$ cat src/rtl/nfcd_pkg.sv
// ----------------------------------------------------------------------------
// nfcd_pkg: NOR flash command decoder package
// Widths, command codes, mode and event encodings and the shared structs
// used by the decoder, its datapath and its channel interfaces.
// ----------------------------------------------------------------------------
package nfcd_pkg;

  // Bus and field widths.
  localparam int ADDR_BITS     = 22;
  localparam int SECTOR_SHIFT  = 12;
  localparam int DATA_BITS     = 16;
  localparam int CODE_BITS     = 16;
  localparam int NUM_SECTORS   = 35;
  localparam int SECTOR_BITS   = 6;
  localparam int PROT_IDX_BITS = $clog2(NUM_SECTORS);
  localparam int PTICK_BITS    = 16;
  localparam int CNT_BITS      = 24;
  localparam int CFG_IDX_BITS  = 3;
  localparam int CFG_DATA_BITS = 35;
  localparam int STEP_BITS     = 2;
  localparam int TOGGLE_POS    = 6;

  // Clears the in-sector offset of an address.
  localparam logic [ADDR_BITS-1:0] SECTOR_BASE_MASK =
    ~ADDR_BITS'((64'd1 << SECTOR_SHIFT) - 64'd1);

  // Command addresses (low 11 address bits) and command data (low byte).
  localparam logic [10:0] ADDR_UNLOCK1      = 11'h555;
  localparam logic [10:0] ADDR_UNLOCK2      = 11'h2AA;
  localparam logic [7:0]  DATA_UNLOCK1      = 8'hAA;
  localparam logic [7:0]  DATA_UNLOCK2      = 8'h55;
  localparam logic [7:0]  DATA_AUTOSELECT   = 8'h90;
  localparam logic [7:0]  DATA_PROGRAM      = 8'hA0;
  localparam logic [7:0]  DATA_BYPASS       = 8'h20;
  localparam logic [7:0]  DATA_ERASE_SETUP  = 8'h80;
  localparam logic [7:0]  DATA_CHIP_ERASE   = 8'h10;
  localparam logic [7:0]  DATA_SECTOR_ERASE = 8'h30;
  localparam logic [7:0]  DATA_RESET        = 8'hF0;

  // Autoselect offsets.
  localparam logic [7:0] AS_OFF_MANUF   = 8'd0;
  localparam logic [7:0] AS_OFF_DEVICE  = 8'd1;
  localparam logic [7:0] AS_OFF_PROTECT = 8'd2;

  // Unlock sequence steps.
  localparam logic [STEP_BITS-1:0] STEP_IDLE   = 2'd0;
  localparam logic [STEP_BITS-1:0] STEP_FIRST  = 2'd1;
  localparam logic [STEP_BITS-1:0] STEP_SECOND = 2'd2;
  localparam logic [STEP_BITS-1:0] STEP_BAD    = 2'd3;

  typedef enum logic [1:0] {
    CMD_READ  = 2'd0,
    CMD_WRITE = 2'd1,
    CMD_TICK  = 2'd2
  } cmd_e;

  typedef enum logic [2:0] {
    MODE_READ     = 3'd0,
    MODE_AUTO     = 3'd1,
    MODE_PROG     = 3'd2,
    MODE_ERASE    = 3'd3,
    MODE_BYP      = 3'd4,
    MODE_BYP_PROG = 3'd5,
    MODE_BYP_EXIT = 3'd6
  } mode_e;

  typedef enum logic [1:0] {
    SRC_ARRAY      = 2'd0,
    SRC_AUTOSELECT = 2'd1,
    SRC_STATUS     = 2'd2
  } src_e;

  typedef enum logic [2:0] {
    EV_NONE         = 3'd0,
    EV_PROGRAM      = 3'd1,
    EV_CHIP_ERASE   = 3'd2,
    EV_SECTOR_ERASE = 3'd3,
    EV_BAD_SECTOR   = 3'd4
  } event_e;

  typedef enum logic [CFG_IDX_BITS-1:0] {
    CFG_MANUF_CODE   = 3'd0,
    CFG_DEVICE_CODE  = 3'd1,
    CFG_PROTECT_MASK = 3'd2,
    CFG_LAST_SECTOR  = 3'd3,
    CFG_PROG_TICKS   = 3'd4,
    CFG_ERASE_TICKS  = 3'd5
  } cfg_idx_e;

  typedef struct packed {
    logic [STEP_BITS-1:0] unlock_step;
    mode_e                mode;
    logic [CNT_BITS-1:0]  countdown;
    logic                 toggle;
  } nfcd_state_t;

  typedef struct packed {
    logic [1:0]           command;
    logic [ADDR_BITS-1:0] address;
    logic [DATA_BITS-1:0] write_data;
  } nfcd_item_t;

  typedef struct packed {
    logic [DATA_BITS-1:0] read_data;
    src_e                 read_source;
    event_e               op_event;
    logic [ADDR_BITS-1:0] op_address;
    logic [DATA_BITS-1:0] op_data;
    logic                 busy_res;
  } nfcd_result_t;

  typedef struct packed {
    logic [CODE_BITS-1:0]   manufacturer_code;
    logic [CODE_BITS-1:0]   device_code;
    logic [NUM_SECTORS-1:0] protect_mask;
    logic [SECTOR_BITS-1:0] last_sector;
    logic [PTICK_BITS-1:0]  program_ticks;
    logic [CNT_BITS-1:0]    erase_ticks;
  } nfcd_cfg_t;

endpackage

$ cat src/rtl/nfcd_if.sv
// ----------------------------------------------------------------------------
// nfcd_if: channel interfaces of the NOR flash command decoder
// Bus access channel, result channel and configuration write channel, each
// with valid/ready and a source and a sink modport.
// ----------------------------------------------------------------------------
interface nfcd_item_if
  import nfcd_pkg::*;
();
  logic                 valid;
  logic                 ready;
  logic [1:0]           command;
  logic [ADDR_BITS-1:0] address;
  logic [DATA_BITS-1:0] write_data;

  modport source (output valid, command, address, write_data, input ready);
  modport sink   (input valid, command, address, write_data, output ready);
endinterface

interface nfcd_result_if
  import nfcd_pkg::*;
();
  logic                 valid;
  logic                 ready;
  logic [DATA_BITS-1:0] read_data;
  logic [1:0]           read_source;
  logic [2:0]           op_event;
  logic [ADDR_BITS-1:0] op_address;
  logic [DATA_BITS-1:0] op_data;
  logic                 busy_res;

  modport source (output valid, read_data, read_source, op_event, op_address,
                  op_data, busy_res, input ready);
  modport sink   (input valid, read_data, read_source, op_event, op_address,
                  op_data, busy_res, output ready);
endinterface

interface nfcd_cfg_if
  import nfcd_pkg::*;
();
  logic                     valid;
  logic                     ready;
  logic [CFG_IDX_BITS-1:0]  index;
  logic [CFG_DATA_BITS-1:0] data;

  modport source (output valid, index, data, input ready);
  modport sink   (input valid, index, data, output ready);
endinterface

$ cat src/rtl/nfcd_decode.sv
// ----------------------------------------------------------------------------
// nfcd_decode: command sequence decoder
// Takes the current state and one bus beat and produces the next state and
// the result word. Purely combinational; the caller holds all registers.
// ----------------------------------------------------------------------------
module nfcd_decode
  import nfcd_pkg::*;
(
  input  nfcd_state_t  state_i,
  input  nfcd_item_t   item_i,
  input  nfcd_cfg_t    cfg_i,
  output nfcd_state_t  state_o,
  output nfcd_result_t result_o
);

  logic [10:0]            cmd_addr;
  logic [7:0]             cmd_data;
  logic [ADDR_BITS-1:0]   sector;
  logic                   sector_bad;
  logic                   busy;
  logic                   write_ok;
  cmd_e                   cmd;
  logic [CNT_BITS-1:0]    prog_load;
  logic [CNT_BITS-1:0]    erase_load;
  mode_e                  wr_mode;
  logic [STEP_BITS-1:0]   wr_step;
  event_e                 wr_event;
  logic                   prot_bit;

  // Fields of the beat that the decode looks at.
  assign cmd        = cmd_e'(item_i.command);
  assign cmd_addr   = item_i.address[10:0];
  assign cmd_data   = item_i.write_data[7:0];
  assign sector     = item_i.address >> SECTOR_SHIFT;
  assign sector_bad = sector > ADDR_BITS'(cfg_i.last_sector);
  assign busy       = state_i.countdown != '0;
  assign write_ok   = (cmd == CMD_WRITE) && !busy;

  // A tick count of zero behaves as one.
  assign prog_load  = (cfg_i.program_ticks == '0) ? CNT_BITS'(1)
                                                  : CNT_BITS'(cfg_i.program_ticks);
  assign erase_load = (cfg_i.erase_ticks == '0) ? CNT_BITS'(1) : cfg_i.erase_ticks;

  // Protect bit of the addressed sector; sectors past the mask read zero.
  assign prot_bit = (sector < ADDR_BITS'(NUM_SECTORS)) ?
                    cfg_i.protect_mask[sector[PROT_IDX_BITS-1:0]] : 1'b0;

  // Write decode: where a bus write moves the command sequence.
  always_comb begin
    wr_mode  = state_i.mode;
    wr_step  = state_i.unlock_step;
    wr_event = EV_NONE;
    unique case (state_i.mode)
      MODE_PROG: begin
        wr_event = EV_PROGRAM;
        wr_mode  = MODE_READ;
        wr_step  = STEP_IDLE;
      end
      MODE_BYP_PROG: begin
        wr_event = EV_PROGRAM;
        wr_mode  = MODE_BYP;
        wr_step  = STEP_IDLE;
      end
      MODE_BYP: begin
        priority if (cmd_data == DATA_PROGRAM) begin
          wr_mode = MODE_BYP_PROG;
        end else if (cmd_data == DATA_AUTOSELECT) begin
          wr_mode = MODE_BYP_EXIT;
        end else begin
          wr_mode = MODE_READ;
          wr_step = STEP_IDLE;
        end
      end
      MODE_BYP_EXIT: begin
        wr_mode = MODE_READ;
        wr_step = STEP_IDLE;
      end
      MODE_ERASE: begin
        priority if (state_i.unlock_step == STEP_IDLE && cmd_addr == ADDR_UNLOCK1 &&
                     cmd_data == DATA_UNLOCK1) begin
          wr_step = STEP_FIRST;
        end else if (state_i.unlock_step == STEP_FIRST && cmd_addr == ADDR_UNLOCK2 &&
                     cmd_data == DATA_UNLOCK2) begin
          wr_step = STEP_SECOND;
        end else if (state_i.unlock_step == STEP_SECOND && cmd_addr == ADDR_UNLOCK1 &&
                     cmd_data == DATA_CHIP_ERASE) begin
          wr_event = EV_CHIP_ERASE;
          wr_mode  = MODE_READ;
          wr_step  = STEP_IDLE;
        end else if (state_i.unlock_step == STEP_SECOND &&
                     cmd_data == DATA_SECTOR_ERASE) begin
          wr_event = sector_bad ? EV_BAD_SECTOR : EV_SECTOR_ERASE;
          wr_mode  = MODE_READ;
          wr_step  = STEP_IDLE;
        end else begin
          wr_mode = MODE_READ;
          wr_step = STEP_IDLE;
        end
      end
      default: begin
        // Read array, autoselect and any unused code.
        priority if (cmd_data == DATA_RESET) begin
          wr_mode = MODE_READ;
          wr_step = STEP_IDLE;
        end else if (state_i.unlock_step == STEP_IDLE && cmd_addr == ADDR_UNLOCK1 &&
                     cmd_data == DATA_UNLOCK1) begin
          wr_step = STEP_FIRST;
        end else if (state_i.unlock_step == STEP_FIRST && cmd_addr == ADDR_UNLOCK2 &&
                     cmd_data == DATA_UNLOCK2) begin
          wr_step = STEP_SECOND;
        end else if (state_i.unlock_step == STEP_SECOND &&
                     cmd_addr == ADDR_UNLOCK1) begin
          wr_step = STEP_IDLE;
          priority if (cmd_data == DATA_AUTOSELECT) begin
            wr_mode = MODE_AUTO;
          end else if (cmd_data == DATA_PROGRAM) begin
            wr_mode = MODE_PROG;
          end else if (cmd_data == DATA_BYPASS) begin
            wr_mode = MODE_BYP;
          end else if (cmd_data == DATA_ERASE_SETUP) begin
            wr_mode = MODE_ERASE;
          end else begin
            wr_mode = MODE_READ;
          end
        end else begin
          wr_mode = MODE_READ;
          wr_step = STEP_IDLE;
        end
      end
    endcase
  end

  // Next state: reads flip the toggle bit while busy, writes move the
  // sequence when idle, ticks count the busy time down.
  always_comb begin
    state_o = state_i;
    unique case (cmd)
      CMD_READ: begin
        if (busy) begin
          state_o.toggle = ~state_i.toggle;
        end
      end
      CMD_WRITE: begin
        if (!busy) begin
          state_o.mode        = wr_mode;
          state_o.unlock_step = wr_step;
          if (wr_event == EV_PROGRAM) begin
            state_o.countdown = prog_load;
          end else if (wr_event == EV_CHIP_ERASE || wr_event == EV_SECTOR_ERASE) begin
            state_o.countdown = erase_load;
          end
        end
      end
      CMD_TICK: begin
        if (busy) begin
          state_o.countdown = state_i.countdown - CNT_BITS'(1);
        end
      end
      default: begin
        state_o = state_i;
      end
    endcase
  end

  // Outputs: read answer, operation event and busy flag.
  always_comb begin
    result_o             = '0;
    result_o.read_source = SRC_ARRAY;
    result_o.op_event    = EV_NONE;
    if (cmd == CMD_READ) begin
      if (busy) begin
        result_o.read_source = SRC_STATUS;
        result_o.read_data   = DATA_BITS'({state_i.toggle, TOGGLE_POS'(0)});
      end else if (state_i.mode == MODE_AUTO) begin
        result_o.read_source = SRC_AUTOSELECT;
        priority if (item_i.address[7:0] == AS_OFF_MANUF) begin
          result_o.read_data = DATA_BITS'(cfg_i.manufacturer_code);
        end else if (item_i.address[7:0] == AS_OFF_DEVICE) begin
          result_o.read_data = DATA_BITS'(cfg_i.device_code);
        end else if (item_i.address[7:0] == AS_OFF_PROTECT) begin
          result_o.read_data = DATA_BITS'(prot_bit);
        end else begin
          result_o.read_data = '0;
        end
      end
    end
    if (write_ok) begin
      result_o.op_event = wr_event;
      unique case (wr_event)
        EV_PROGRAM: begin
          result_o.op_address = item_i.address;
          result_o.op_data    = item_i.write_data;
        end
        EV_SECTOR_ERASE, EV_BAD_SECTOR: begin
          result_o.op_address = item_i.address & SECTOR_BASE_MASK;
        end
        default: begin
          result_o.op_address = '0;
        end
      endcase
    end
    result_o.busy_res = state_o.countdown != '0;
  end

endmodule

$ cat src/rtl/nor_flash_command_decoder_unit.sv
// ----------------------------------------------------------------------------
// nor_flash_command_decoder_unit: NOR flash command decoder, device side
// Follows the unlock sequence and decodes autoselect, program, unlock
// bypass, chip and sector erase and reset, and answers status reads while
// an embedded operation counts down.
//
//   Channel  Dir  Handshake      Beat contents
//   cmd_i    in   valid/ready    command, address, write_data
//   res_o    out  valid/ready    read_data, read_source, op_event,
//                                op_address, op_data, busy_res
//   cfg_i    in   valid/ready    index, data (register write)
//
// One beat per cycle is sustained on cmd_i while res_o is not stalled; each
// accepted beat gives one result beat, through the input register and then
// the result register. Reset puts the control registers at their defaults
// and the decoder in read array mode; no clearing pass is needed. A stalled
// result holds in the result register while the input register still
// takes the next beat; cmd_i.ready drops only when both are full and res_o
// is stalled. cfg_i is always ready.
// ----------------------------------------------------------------------------
module nor_flash_command_decoder_unit
  import nfcd_pkg::*;
(
  input  logic         clk_i,
  input  logic         rst_ni,
  nfcd_item_if.sink    cmd_i,
  nfcd_result_if.source res_o,
  nfcd_cfg_if.sink     cfg_i
);

  nfcd_cfg_t    cfg_q, cfg_d;
  nfcd_state_t  state_q, state_d;
  nfcd_item_t   item_q;
  logic         item_valid_q, item_valid_d;
  nfcd_result_t res_q, res_d;
  logic         res_valid_q, res_valid_d;
  logic         advance;
  logic         cmd_accept;

  // Pipeline control.
  assign advance      = item_valid_q && (!res_valid_q || res_o.ready);
  assign cmd_i.ready  = !item_valid_q || advance;
  assign cmd_accept   = cmd_i.valid && cmd_i.ready;
  assign item_valid_d = cmd_accept ? 1'b1 : (advance ? 1'b0 : item_valid_q);
  assign res_valid_d  = advance ? 1'b1 : (res_o.ready ? 1'b0 : res_valid_q);
  assign cfg_i.ready  = 1'b1;

  // Configuration register writes.
  always_comb begin
    cfg_d = cfg_q;
    if (cfg_i.valid) begin
      unique case (cfg_idx_e'(cfg_i.index))
        CFG_MANUF_CODE:   cfg_d.manufacturer_code = cfg_i.data[CODE_BITS-1:0];
        CFG_DEVICE_CODE:  cfg_d.device_code       = cfg_i.data[CODE_BITS-1:0];
        CFG_PROTECT_MASK: cfg_d.protect_mask      = cfg_i.data[NUM_SECTORS-1:0];
        CFG_LAST_SECTOR:  cfg_d.last_sector       = cfg_i.data[SECTOR_BITS-1:0];
        CFG_PROG_TICKS:   cfg_d.program_ticks     = cfg_i.data[PTICK_BITS-1:0];
        CFG_ERASE_TICKS:  cfg_d.erase_ticks       = cfg_i.data[CNT_BITS-1:0];
        default:          cfg_d = cfg_q;
      endcase
    end
  end

  // Decode of the registered beat.
  nfcd_decode u_decode (
    .state_i  (state_q),
    .item_i   (item_q),
    .cfg_i    (cfg_q),
    .state_o  (state_d),
    .result_o (res_d)
  );

  // Control registers.
  always_ff @(posedge clk_i or negedge rst_ni) begin
    if (!rst_ni) begin
      cfg_q.manufacturer_code <= CODE_BITS'(1);
      cfg_q.device_code       <= CODE_BITS'(8919);
      cfg_q.protect_mask      <= '0;
      cfg_q.last_sector       <= SECTOR_BITS'(34);
      cfg_q.program_ticks     <= PTICK_BITS'(16);
      cfg_q.erase_ticks       <= CNT_BITS'(100000);
      state_q.unlock_step     <= STEP_IDLE;
      state_q.mode            <= MODE_READ;
      state_q.countdown       <= '0;
      state_q.toggle          <= 1'b0;
      item_valid_q            <= 1'b0;
      res_valid_q             <= 1'b0;
    end else begin
      cfg_q        <= cfg_d;
      item_valid_q <= item_valid_d;
      res_valid_q  <= res_valid_d;
      if (advance) begin
        state_q <= state_d;
      end
    end
  end

  // Payload registers.
  always_ff @(posedge clk_i) begin
    if (cmd_accept) begin
      item_q.command    <= cmd_i.command;
      item_q.address    <= cmd_i.address;
      item_q.write_data <= cmd_i.write_data;
    end
    if (advance) begin
      res_q <= res_d;
    end
  end

  // Result channel.
  assign res_o.valid       = res_valid_q;
  assign res_o.read_data   = res_q.read_data;
  assign res_o.read_source = res_q.read_source;
  assign res_o.op_event    = res_q.op_event;
  assign res_o.op_address  = res_q.op_address;
  assign res_o.op_data     = res_q.op_data;
  assign res_o.busy_res    = res_q.busy_res;

`ifndef NO_ASSERTIONS
  // The busy flag of a new result matches the countdown it leaves behind.
  a_busy_tracks_count: assert property (@(posedge clk_i) disable iff (!rst_ni)
    advance |=> (res_q.busy_res == (state_q.countdown != '0)))
    else $error("busy_res does not match the busy countdown");

  // A started program or erase always makes the block busy.
  a_start_busy: assert property (@(posedge clk_i) disable iff (!rst_ni)
    advance && (res_d.op_event == EV_PROGRAM || res_d.op_event == EV_CHIP_ERASE ||
                res_d.op_event == EV_SECTOR_ERASE) |=> res_q.busy_res)
    else $error("operation started without going busy");

  // Status words are only given while an operation runs.
  a_status_busy: assert property (@(posedge clk_i) disable iff (!rst_ni)
    res_valid_q && (res_q.read_source == SRC_STATUS) |-> res_q.busy_res)
    else $error("status read returned while idle");

  // The unlock sequence has three steps only.
  a_step_range: assert property (@(posedge clk_i) disable iff (!rst_ni)
    state_q.unlock_step != STEP_BAD)
    else $error("unlock step out of range");
`endif

endmodule

$ cat src/flat_wrapper.sv
// flat-port wrapper written by rule: the top's interface ports become plain ports
module nor_flash_command_decoder_unit_flat import nfcd_pkg::*;
  (clk_i, rst_ni, cmd_i_valid, cmd_i_command, cmd_i_address, cmd_i_write_data, cmd_i_ready, res_o_valid, res_o_read_data, res_o_read_source, res_o_op_event, res_o_op_address, res_o_op_data, res_o_busy_res, res_o_ready, cfg_i_valid, cfg_i_index, cfg_i_data, cfg_i_ready);
  nfcd_item_if cmd_i_i ();
  nfcd_result_if res_o_i ();
  nfcd_cfg_if cfg_i_i ();
  input  logic clk_i;
  input  logic rst_ni;
  input wire logic [$bits(cmd_i_i.valid)-1:0] cmd_i_valid;
  input wire logic [$bits(cmd_i_i.command)-1:0] cmd_i_command;
  input wire logic [$bits(cmd_i_i.address)-1:0] cmd_i_address;
  input wire logic [$bits(cmd_i_i.write_data)-1:0] cmd_i_write_data;
  output wire logic [$bits(cmd_i_i.ready)-1:0] cmd_i_ready;
  output wire logic [$bits(res_o_i.valid)-1:0] res_o_valid;
  output wire logic [$bits(res_o_i.read_data)-1:0] res_o_read_data;
  output wire logic [$bits(res_o_i.read_source)-1:0] res_o_read_source;
  output wire logic [$bits(res_o_i.op_event)-1:0] res_o_op_event;
  output wire logic [$bits(res_o_i.op_address)-1:0] res_o_op_address;
  output wire logic [$bits(res_o_i.op_data)-1:0] res_o_op_data;
  output wire logic [$bits(res_o_i.busy_res)-1:0] res_o_busy_res;
  input wire logic [$bits(res_o_i.ready)-1:0] res_o_ready;
  input wire logic [$bits(cfg_i_i.valid)-1:0] cfg_i_valid;
  input wire logic [$bits(cfg_i_i.index)-1:0] cfg_i_index;
  input wire logic [$bits(cfg_i_i.data)-1:0] cfg_i_data;
  output wire logic [$bits(cfg_i_i.ready)-1:0] cfg_i_ready;
  assign cmd_i_i.valid = cmd_i_valid;
  assign cmd_i_i.command = cmd_i_command;
  assign cmd_i_i.address = cmd_i_address;
  assign cmd_i_i.write_data = cmd_i_write_data;
  assign cmd_i_ready = cmd_i_i.ready;
  assign res_o_valid = res_o_i.valid;
  assign res_o_read_data = res_o_i.read_data;
  assign res_o_read_source = res_o_i.read_source;
  assign res_o_op_event = res_o_i.op_event;
  assign res_o_op_address = res_o_i.op_address;
  assign res_o_op_data = res_o_i.op_data;
  assign res_o_busy_res = res_o_i.busy_res;
  assign res_o_i.ready = res_o_ready;
  assign cfg_i_i.valid = cfg_i_valid;
  assign cfg_i_i.index = cfg_i_index;
  assign cfg_i_i.data = cfg_i_data;
  assign cfg_i_ready = cfg_i_i.ready;
  nor_flash_command_decoder_unit u_core (.clk_i(clk_i), .rst_ni(rst_ni), .cmd_i(cmd_i_i), .res_o(res_o_i), .cfg_i(cfg_i_i));
endmodule
$ cat config.mk
export PLATFORM = sky130hd
export DESIGN_NAME = nor_flash_command_decoder_unit_flat
export DESIGN_NICKNAME = d
export VERILOG_FILES = /design/src/rtl/nfcd_pkg.sv /design/src/rtl/nfcd_if.sv /design/src/rtl/nfcd_decode.sv /design/src/rtl/nor_flash_command_decoder_unit.sv /design/src/flat_wrapper.sv
export SDC_FILE = /design/constraint.sdc
export NUM_CORES = 1
export LEC_CHECK = 0
export BUFFER_PORTS_ARGS = -buffer_cell sky130_fd_sc_hd__buf_2
export CAP_MARGIN = 20
export CORE_UTILIZATION = 55
export DETAILED_ROUTE_END_ITERATION = 7
export GPL_TIMING_DRIVEN = 0
export PLACE_DENSITY = 0.76
export SYNTH_ARGS = -nofsm -noshare
export SYNTH_HDL_FRONTEND = slang
export SYNTH_SLANG_ARGS = --single-unit
export TNS_END_PERCENT = 20
$ cat constraint.sdc
create_clock -name clk_i -period 4.6 [get_ports clk_i]
set_clock_uncertainty 0.15 [all_clocks]
set_input_delay 1.15 -clock clk_i [delete_from_list [all_inputs] [get_ports clk_i]]
set_output_delay 1.15 -clock clk_i [all_outputs]
set_load 0.05 [all_outputs]
-- Word level (Yosys, flattened, before mapping)
Index checks and enable logic that the tools add are counted.
- bits in registers: 245
- logic and storage cells: 156
- memories kept: 0
- bits in latches: 0
- memory bits (writable): 0
- ROM bits: 0
- div/mod/pow operators: 0
- multiply operators: 0
- shift operators: 0
- bitwise logic cells: 4
- reductions and logical operators: 42
- equal/unequal tests: 38
- mux-type cells: 45
- add/sub/neg operators: 1
- $lt $le $gt $ge: 3
- operators with widths (kind ; count):
    $mux 24 ; 5
    $mux 16 ; 3
    $mux 3 ; 16
    $pmux 24 s2 ; 1
    $reduce_bool 24->1 ; 2
    $pmux 22 s2 ; 1
    $eq 8x8->1 const B ; 5
    $logic_not 24->1 ; 1
    $sub 24x1->24 const B ; 1
    $eq 3x2->1 const B ; 6
    $eq 3x3->1 const B ; 6
    $mux 9 ; 2
    $eq 8x6->1 const B ; 2
    $logic_not 16->1 ; 1
    $reduce_and 2->1 ; 7
    $mux 2 ; 6
    $pmux 3 s4 ; 1
    $eq 11x10->1 const B ; 1
    $eq 11x11->1 const B ; 1
    $gt 10x6->1 ; 1
    $logic_and 1x1->1 ; 10
    $lt 10x6->1 const B ; 1
    $ne 5x2->1 const B ; 2
    $eq 3x1->1 const B ; 3
    24 further kinds ; 48

-- Longest topological paths before layout
- depth after elaboration: 14
- mapped depth: 14
- depth with buffers taken out: 12

-- Cells and area by module
A second synthesis with hierarchy kept.
- cells, all modules: 934
- area total of the unflattened synthesis: 11994.0 um^2
- modules (own cells, without submodules) (module ; sequential area each (um^2) ; area an instance (um^2) ; cells an instance ; instances):
    nor_flash_command_decoder_unit ; 6653.9 ; 8624.5 ; 419 ; 1
    nfcd_decode ; 0.0 ; 3369.5 ; 515 ; 1

-- Least setup slack after synthesis
No wires, ideal clock.
- path type: in2reg
- from: in res_o_ready
- to: reg u_core.state_q[24] in the netlist's numbering
- setup slack: 307 ps
- library setup time: 126 ps
- arrival time: 4017 ps
- buffers on the path: 1
- data required time: 4324 ps
- stages on the path: 6
- cell sequence: nand2b_1 nand2_1 clkinv_1 clkbuf_1 nand2_1 a22o_1
- longest elaborated chain between the ends: 2
- RTL lines (element ; line ; RTL):
    start, declared ; flat_wrapper.sv:21 ; input wire logic [$bits(res_o_i.ready)-1:0] res_o_ready;
    $logic_or 1x1->1 ; nor_flash_command_decoder_unit.sv:41 ; assign advance = item_valid_q && (!res_valid_q || res_o.ready);
    $logic_and 1x1->1 ; nor_flash_command_decoder_unit.sv:41 ;
    net u_core.advance ; nor_flash_command_decoder_unit.sv:37 ; logic advance;
    end signal, assigned ; nor_flash_command_decoder_unit.sv:93 ; state_q <= state_d;
    end, declared ; nor_flash_command_decoder_unit.sv:32 ; nfcd_state_t state_q, state_d;
The timed path passes the listed nets, and every way through them passes these cells.
A chain may end at the register's enable or synchronous reset.

==> results.txt <==
----------------------------------------------------
[Power]
  Logic gate share of total power ... between 20% and 30%
  Switching power total ... 2.36 mW
  Net switching share of the total power ... 32.6%
  Clock network fraction of design power ... between 30% and 40%
  Standby leakage power ... 5.56 nW
  Cell-internal power ... 4.88 mW
  Maximum ir drop on the vdd rail ... approximately 0.00034 V
  Final Total Pwr ... between 7 and 8 mW
  Part of the power in registers ... about two fifths
  Total power per unit cell area ... approximately 530 nW/um2

[Setup path]
  Crit path cell chain ... or3_1 -> or3_1 -> nor4bb_2 -> a31o_2 -> and2_1 -> clkbuf_1 -> mux2i_1 -> a21oi_1 -> a221oi_1 -> nand4_1 -> or4_1
  Reg2reg end ... u_core.res_o.busy_res
  Largest stage delay on the critical path ... around 540 ps
  Launching point of the worst reg2reg path ... u_core.item_q[19]
  Length in cells of the worst reg-to-reg path ... 11
  Cell seen most often among critical-path stages ... or3_1
  Crit-path slowest cell ... or4_1
  First element of the critical path ... u_core.item_q[19]
  Kind of capture point of the worst setup path ... register
  CP startpoint kind ... register
  Worst reg-to-reg setup slack ... roughly 200 ps
  Maximum net fanout on the critical path ... 5
  Worst endpoint required time ... about 4700 ps
  Critical Path AT ... 4530 ps
  Start-to-end type of the worst setup path ... reg2reg

[Detailed routing]
  Final wirelength ... between 20 and 30 mm
  Pre-Repair DR Iteration Count ... 5
  Post-detailed-route DRC marker count ... 0
  Post-DR vias/cell ... just over 6
  DR vias ... 8454
  Routed length per instance ... around 21 um
  Remaining antenna violation count after routing ... 0
  DRT iter0 DRCs ... between 500 and 600

[Timing]
  Shortest period the worst path allows ... ~4400 ps
  Max-slew headroom ... a little under a third
  Period utilization ... around 96%
  Count of final max-slew check failures ... 0
  Measured slew at the worst slew-check pin ... 1030 ps
  Final setup violation count ... 0
  Top achievable clock speed ... about 0.23 GHz
  Hold_ws ... around 340 ps
  Setup repair after global routing missed its margin ... false
  Final-layout setup total negative slack ... 0 ps
  Worst setup margin ... 203 ps
  Hold Violations, Final ... 0

[Floorplanning]
  Site row count ... 52
  Number of top-level pins ... 146
  Die area ... between 20000 and 25000 um2
  Starting utilization of the core area ... a little under three fifths
  Width of the chip ... 147 um
  Die outline height ... 147 um
  Area of the core ... approximately 20000 um2

[Clocking]
  Level count of the clock H-tree ... 1
  Clock transition at the register clock pins on the worst setup and hold paths after CTS ... roughly 60 ps
  CTS Root Cell ... clkbuf_16
  Setup bufs post-CTS ... 0
  Number of buffers created by CTS ... 26
  TritonCTS clock tree ... done
  Post-CTS Hold Buffers ... 0
  Count of clock tree sinks ... approximately 250
  Clock Latency Late Sink ... roughly 540 ps
  Maximum clock insertion buffer count ... 3

[Global route]
  Grt ovf ... 0
  Total routing usage reported by global routing ... between 20 and 30%
  Vias in the first global route ... roughly 8400
  Maximum number of pins on one net before global-route repair ... a little over 90
  Initial antenna violation count ... 1
  First-pass GRT wire length ... between 40 and 50 mm

[Logic synthesis]
  Count of flip-flops with a built-in enable after synthesis ... 100
  Synth top area share ... 27.5%
  Primary FF master, synth ... dfrtp_1
  Per-instance average area after synthesis ... 12.5 um2
  Leading post-synthesis cells by cell area ... dfrtp_1 27%, edfxtp_1 26%, mux2_2 12%
  Yosys cell types ... 81
  Proportion of synthesized flip-flops having asynchronous set or reset ... roughly three fifths
  Synthesized flop and latch total ... ~250
  Register area share after synthesis ... 57.5%
  Number of nets in the synthesized netlist ... slightly above 1000
  Area leader, netlist ... dfrtp_1
  Count of yosys warnings during synthesis ... 0
  Post-synthesis instance area ... around 12000 um2
  Number of cells produced by synthesis ... about 930

[Placement]
  Post-DP HPWL ... around 21 mm
  Place WS ... -298 ps
  Port bufs ... roughly 140
  Final weighted congestion of routability-driven global placement ... roughly 0.98

[Final layout]
  Final-layout fill cell count ... 1565
  Net count, final ... between 1000 and 1500
  Antenna diode count ... 0
  Growth of design area from synthesis to finish ... 18.2%
  Share of post-route cells with drive strength above 1 ... between 30% and 40%

[Hold path]
  Endpoint of the worst hold path ... u_core.res_o.valid
  Critical hold path startpoint ... u_core.item_valid_q
  Worst hold path stage count ... 1
  Hold Path Class ... reg2reg

[Outcome]
  Run status ... finished clean

[Run]
  Max-capacitance violation count ... 0

----------------------------------------------------
[critical path, delay by kind of cell, from the launching register on]
kind                   cells  cell delay (ps)
AND/OR/NAND/NOR            6             2170
AO/OA/AOI/OAI              3              860
flip-flops                 1              450
buffers and inverters      1              290
multiplexers               1              220
[power groups by stage]
stage	clock network, mW	logic [mW]	registers [mW]
after floorplan	0	1.34	3.05
after global placement	0	1.90	3.01
after detailed placement	0	1.94	3.03
after CTS	2.29	1.95	2.99
after global routing	2.37	2.14	3.04
final	2.26	1.98	3.00
[cell usage after synthesis (all sizes together) (3+ instances only)]
| cell | instances |
|---|---|
| dfrtp | 127 |
| mux2 | 119 |
| edfxtp | 100 |
| nand2 | 76 |
| nor2 | 49 |
| and2 | 45 |
| o21ai | 45 |
| clkbuf | 39 |
| mux2i | 24 |
| nor4 | 23 |
| a21oi | 22 |
| nor3 | 22 |
| dfstp | 18 |
| nand3 | 17 |
| inv | 15 |
| a31oi | 11 |
| ha | 11 |
| nand4 | 11 |
| mux4 | 10 |
| buf | 9 |
| nand2b | 9 |
| o31ai | 9 |
| nand4b | 8 |
| or4 | 8 |
| or3 | 6 |
| xnor2 | 6 |
| a22oi | 5 |
| nand3b | 5 |
| nor3b | 5 |
| a211oi | 4 |
| a22o | 4 |
| a31o | 4 |
| and3 | 4 |
| o211ai | 4 |
| a221oi | 3 |
| and4b | 3 |
| nor2b | 3 |
| nor4bb | 3 |
| o21a | 3 |
| o41ai | 3 |
| or2 | 3 |
[sequential cells by signal, summed over array words and instances, names as in the netlist]
signal,cells
u_core.item_valid_q,1
u_core.res_o.op_address,22
u_core.res_o.read_data,16
u_core.item_q,40
u_core.res_o.valid,1
u_core.res_o.busy_res,1
u_core.state_q,30
u_core.res_o.op_data,16
u_core.res_o.read_source,2
u_core.res_o.op_event,3
u_core.cfg_q,113
[logic make-up (layout without fill, tap and decap cells)]
logic type	after synthesis	in the layout	share of synthesized area, %
xor gates and xnor gates	7	7	0.530
muxes	153	153	15.6
other	1	1	0.0324
adders and majority gates	11	11	1.19
and+or+nand+nor	305	305	14.5
AOI/OAI and AO/OA	143	143	8.29
buffers and inverters	64	260	2.35
DFF	245	245	57.5
[repair_timing]
| item | in CTS | in global routing |
|---|---|---|
| endpoints found under the hold margin | 0 | 0 |
| gates resized for setup | 3 | 3 |
| setup endpoints to repair | 1 | 1 |
| pin swaps | 0 | 0 |
[per-layer routing]
layer	track usage (%)	up-vias	wire (um)
met5	0	-	0
met4	9.07	0	696
met3	4.69	60	2250
met2	45.6	354	14300
met1	37.8	4209	12600
li1	-	3831	-
[stage by stage]
| step | cell area [um2] | std cells | utilization, % |
|---|---|---|---|
| after global placement | 12600 | 1341 | 61.8 |
| after detailed placement | 12700 | 1344 | 62.2 |
| final | 13700 | 1395 | 67.0 |
| after floorplan | 11600 | 929 | - |
| after CTS | 13600 | 1392 | 66.8 |
| after global routing | 13700 | 1395 | 67.0 |
[cell type report]
cell class	count	area [um2]	area share, %
sequential	245	6650	48.6
multi-input combinational	620	4680	34.2
timing repair buffer	148	795	5.81
clock buffer	30	697	5.09
tap	270	338	2.47
clock inverter	18	244	1.78
buffer	48	216	1.58
inverter	16	60.1	0.439
[layout by cell type (no fill, tap or decap), types with 17 or more instances in the layout]
master,count
edfxtp_1,100
clkbuf_16,27
clkbuf_1,40
buf_2,144
nor3_1,20
nor4_1,21
dfstp_2,18
nand2_1,75
nand3_1,17
a21oi_1,22
mux2_2,119
dfrtp_1,127
and2_1,43
o21ai_0,43
nor2_1,47
mux2i_1,24
[worst max path at each step]
stage / slack (ps) / endpoint / cells after the start
3_3_place_gp: -1330 / u_core.state_q[24] / 7
2_1_floorplan: 310 / u_core.state_q[24] / 6
5_1_grt: 80 / u_core.res_o.busy_res / 11
3_5_place_dp: -300 / u_core.res_o.busy_res / 12
4_1_cts: 50 / u_core.res_o.busy_res / 12
6_report: 200 / u_core.res_o.busy_res / 11
(Power assumes the default switching activity.)
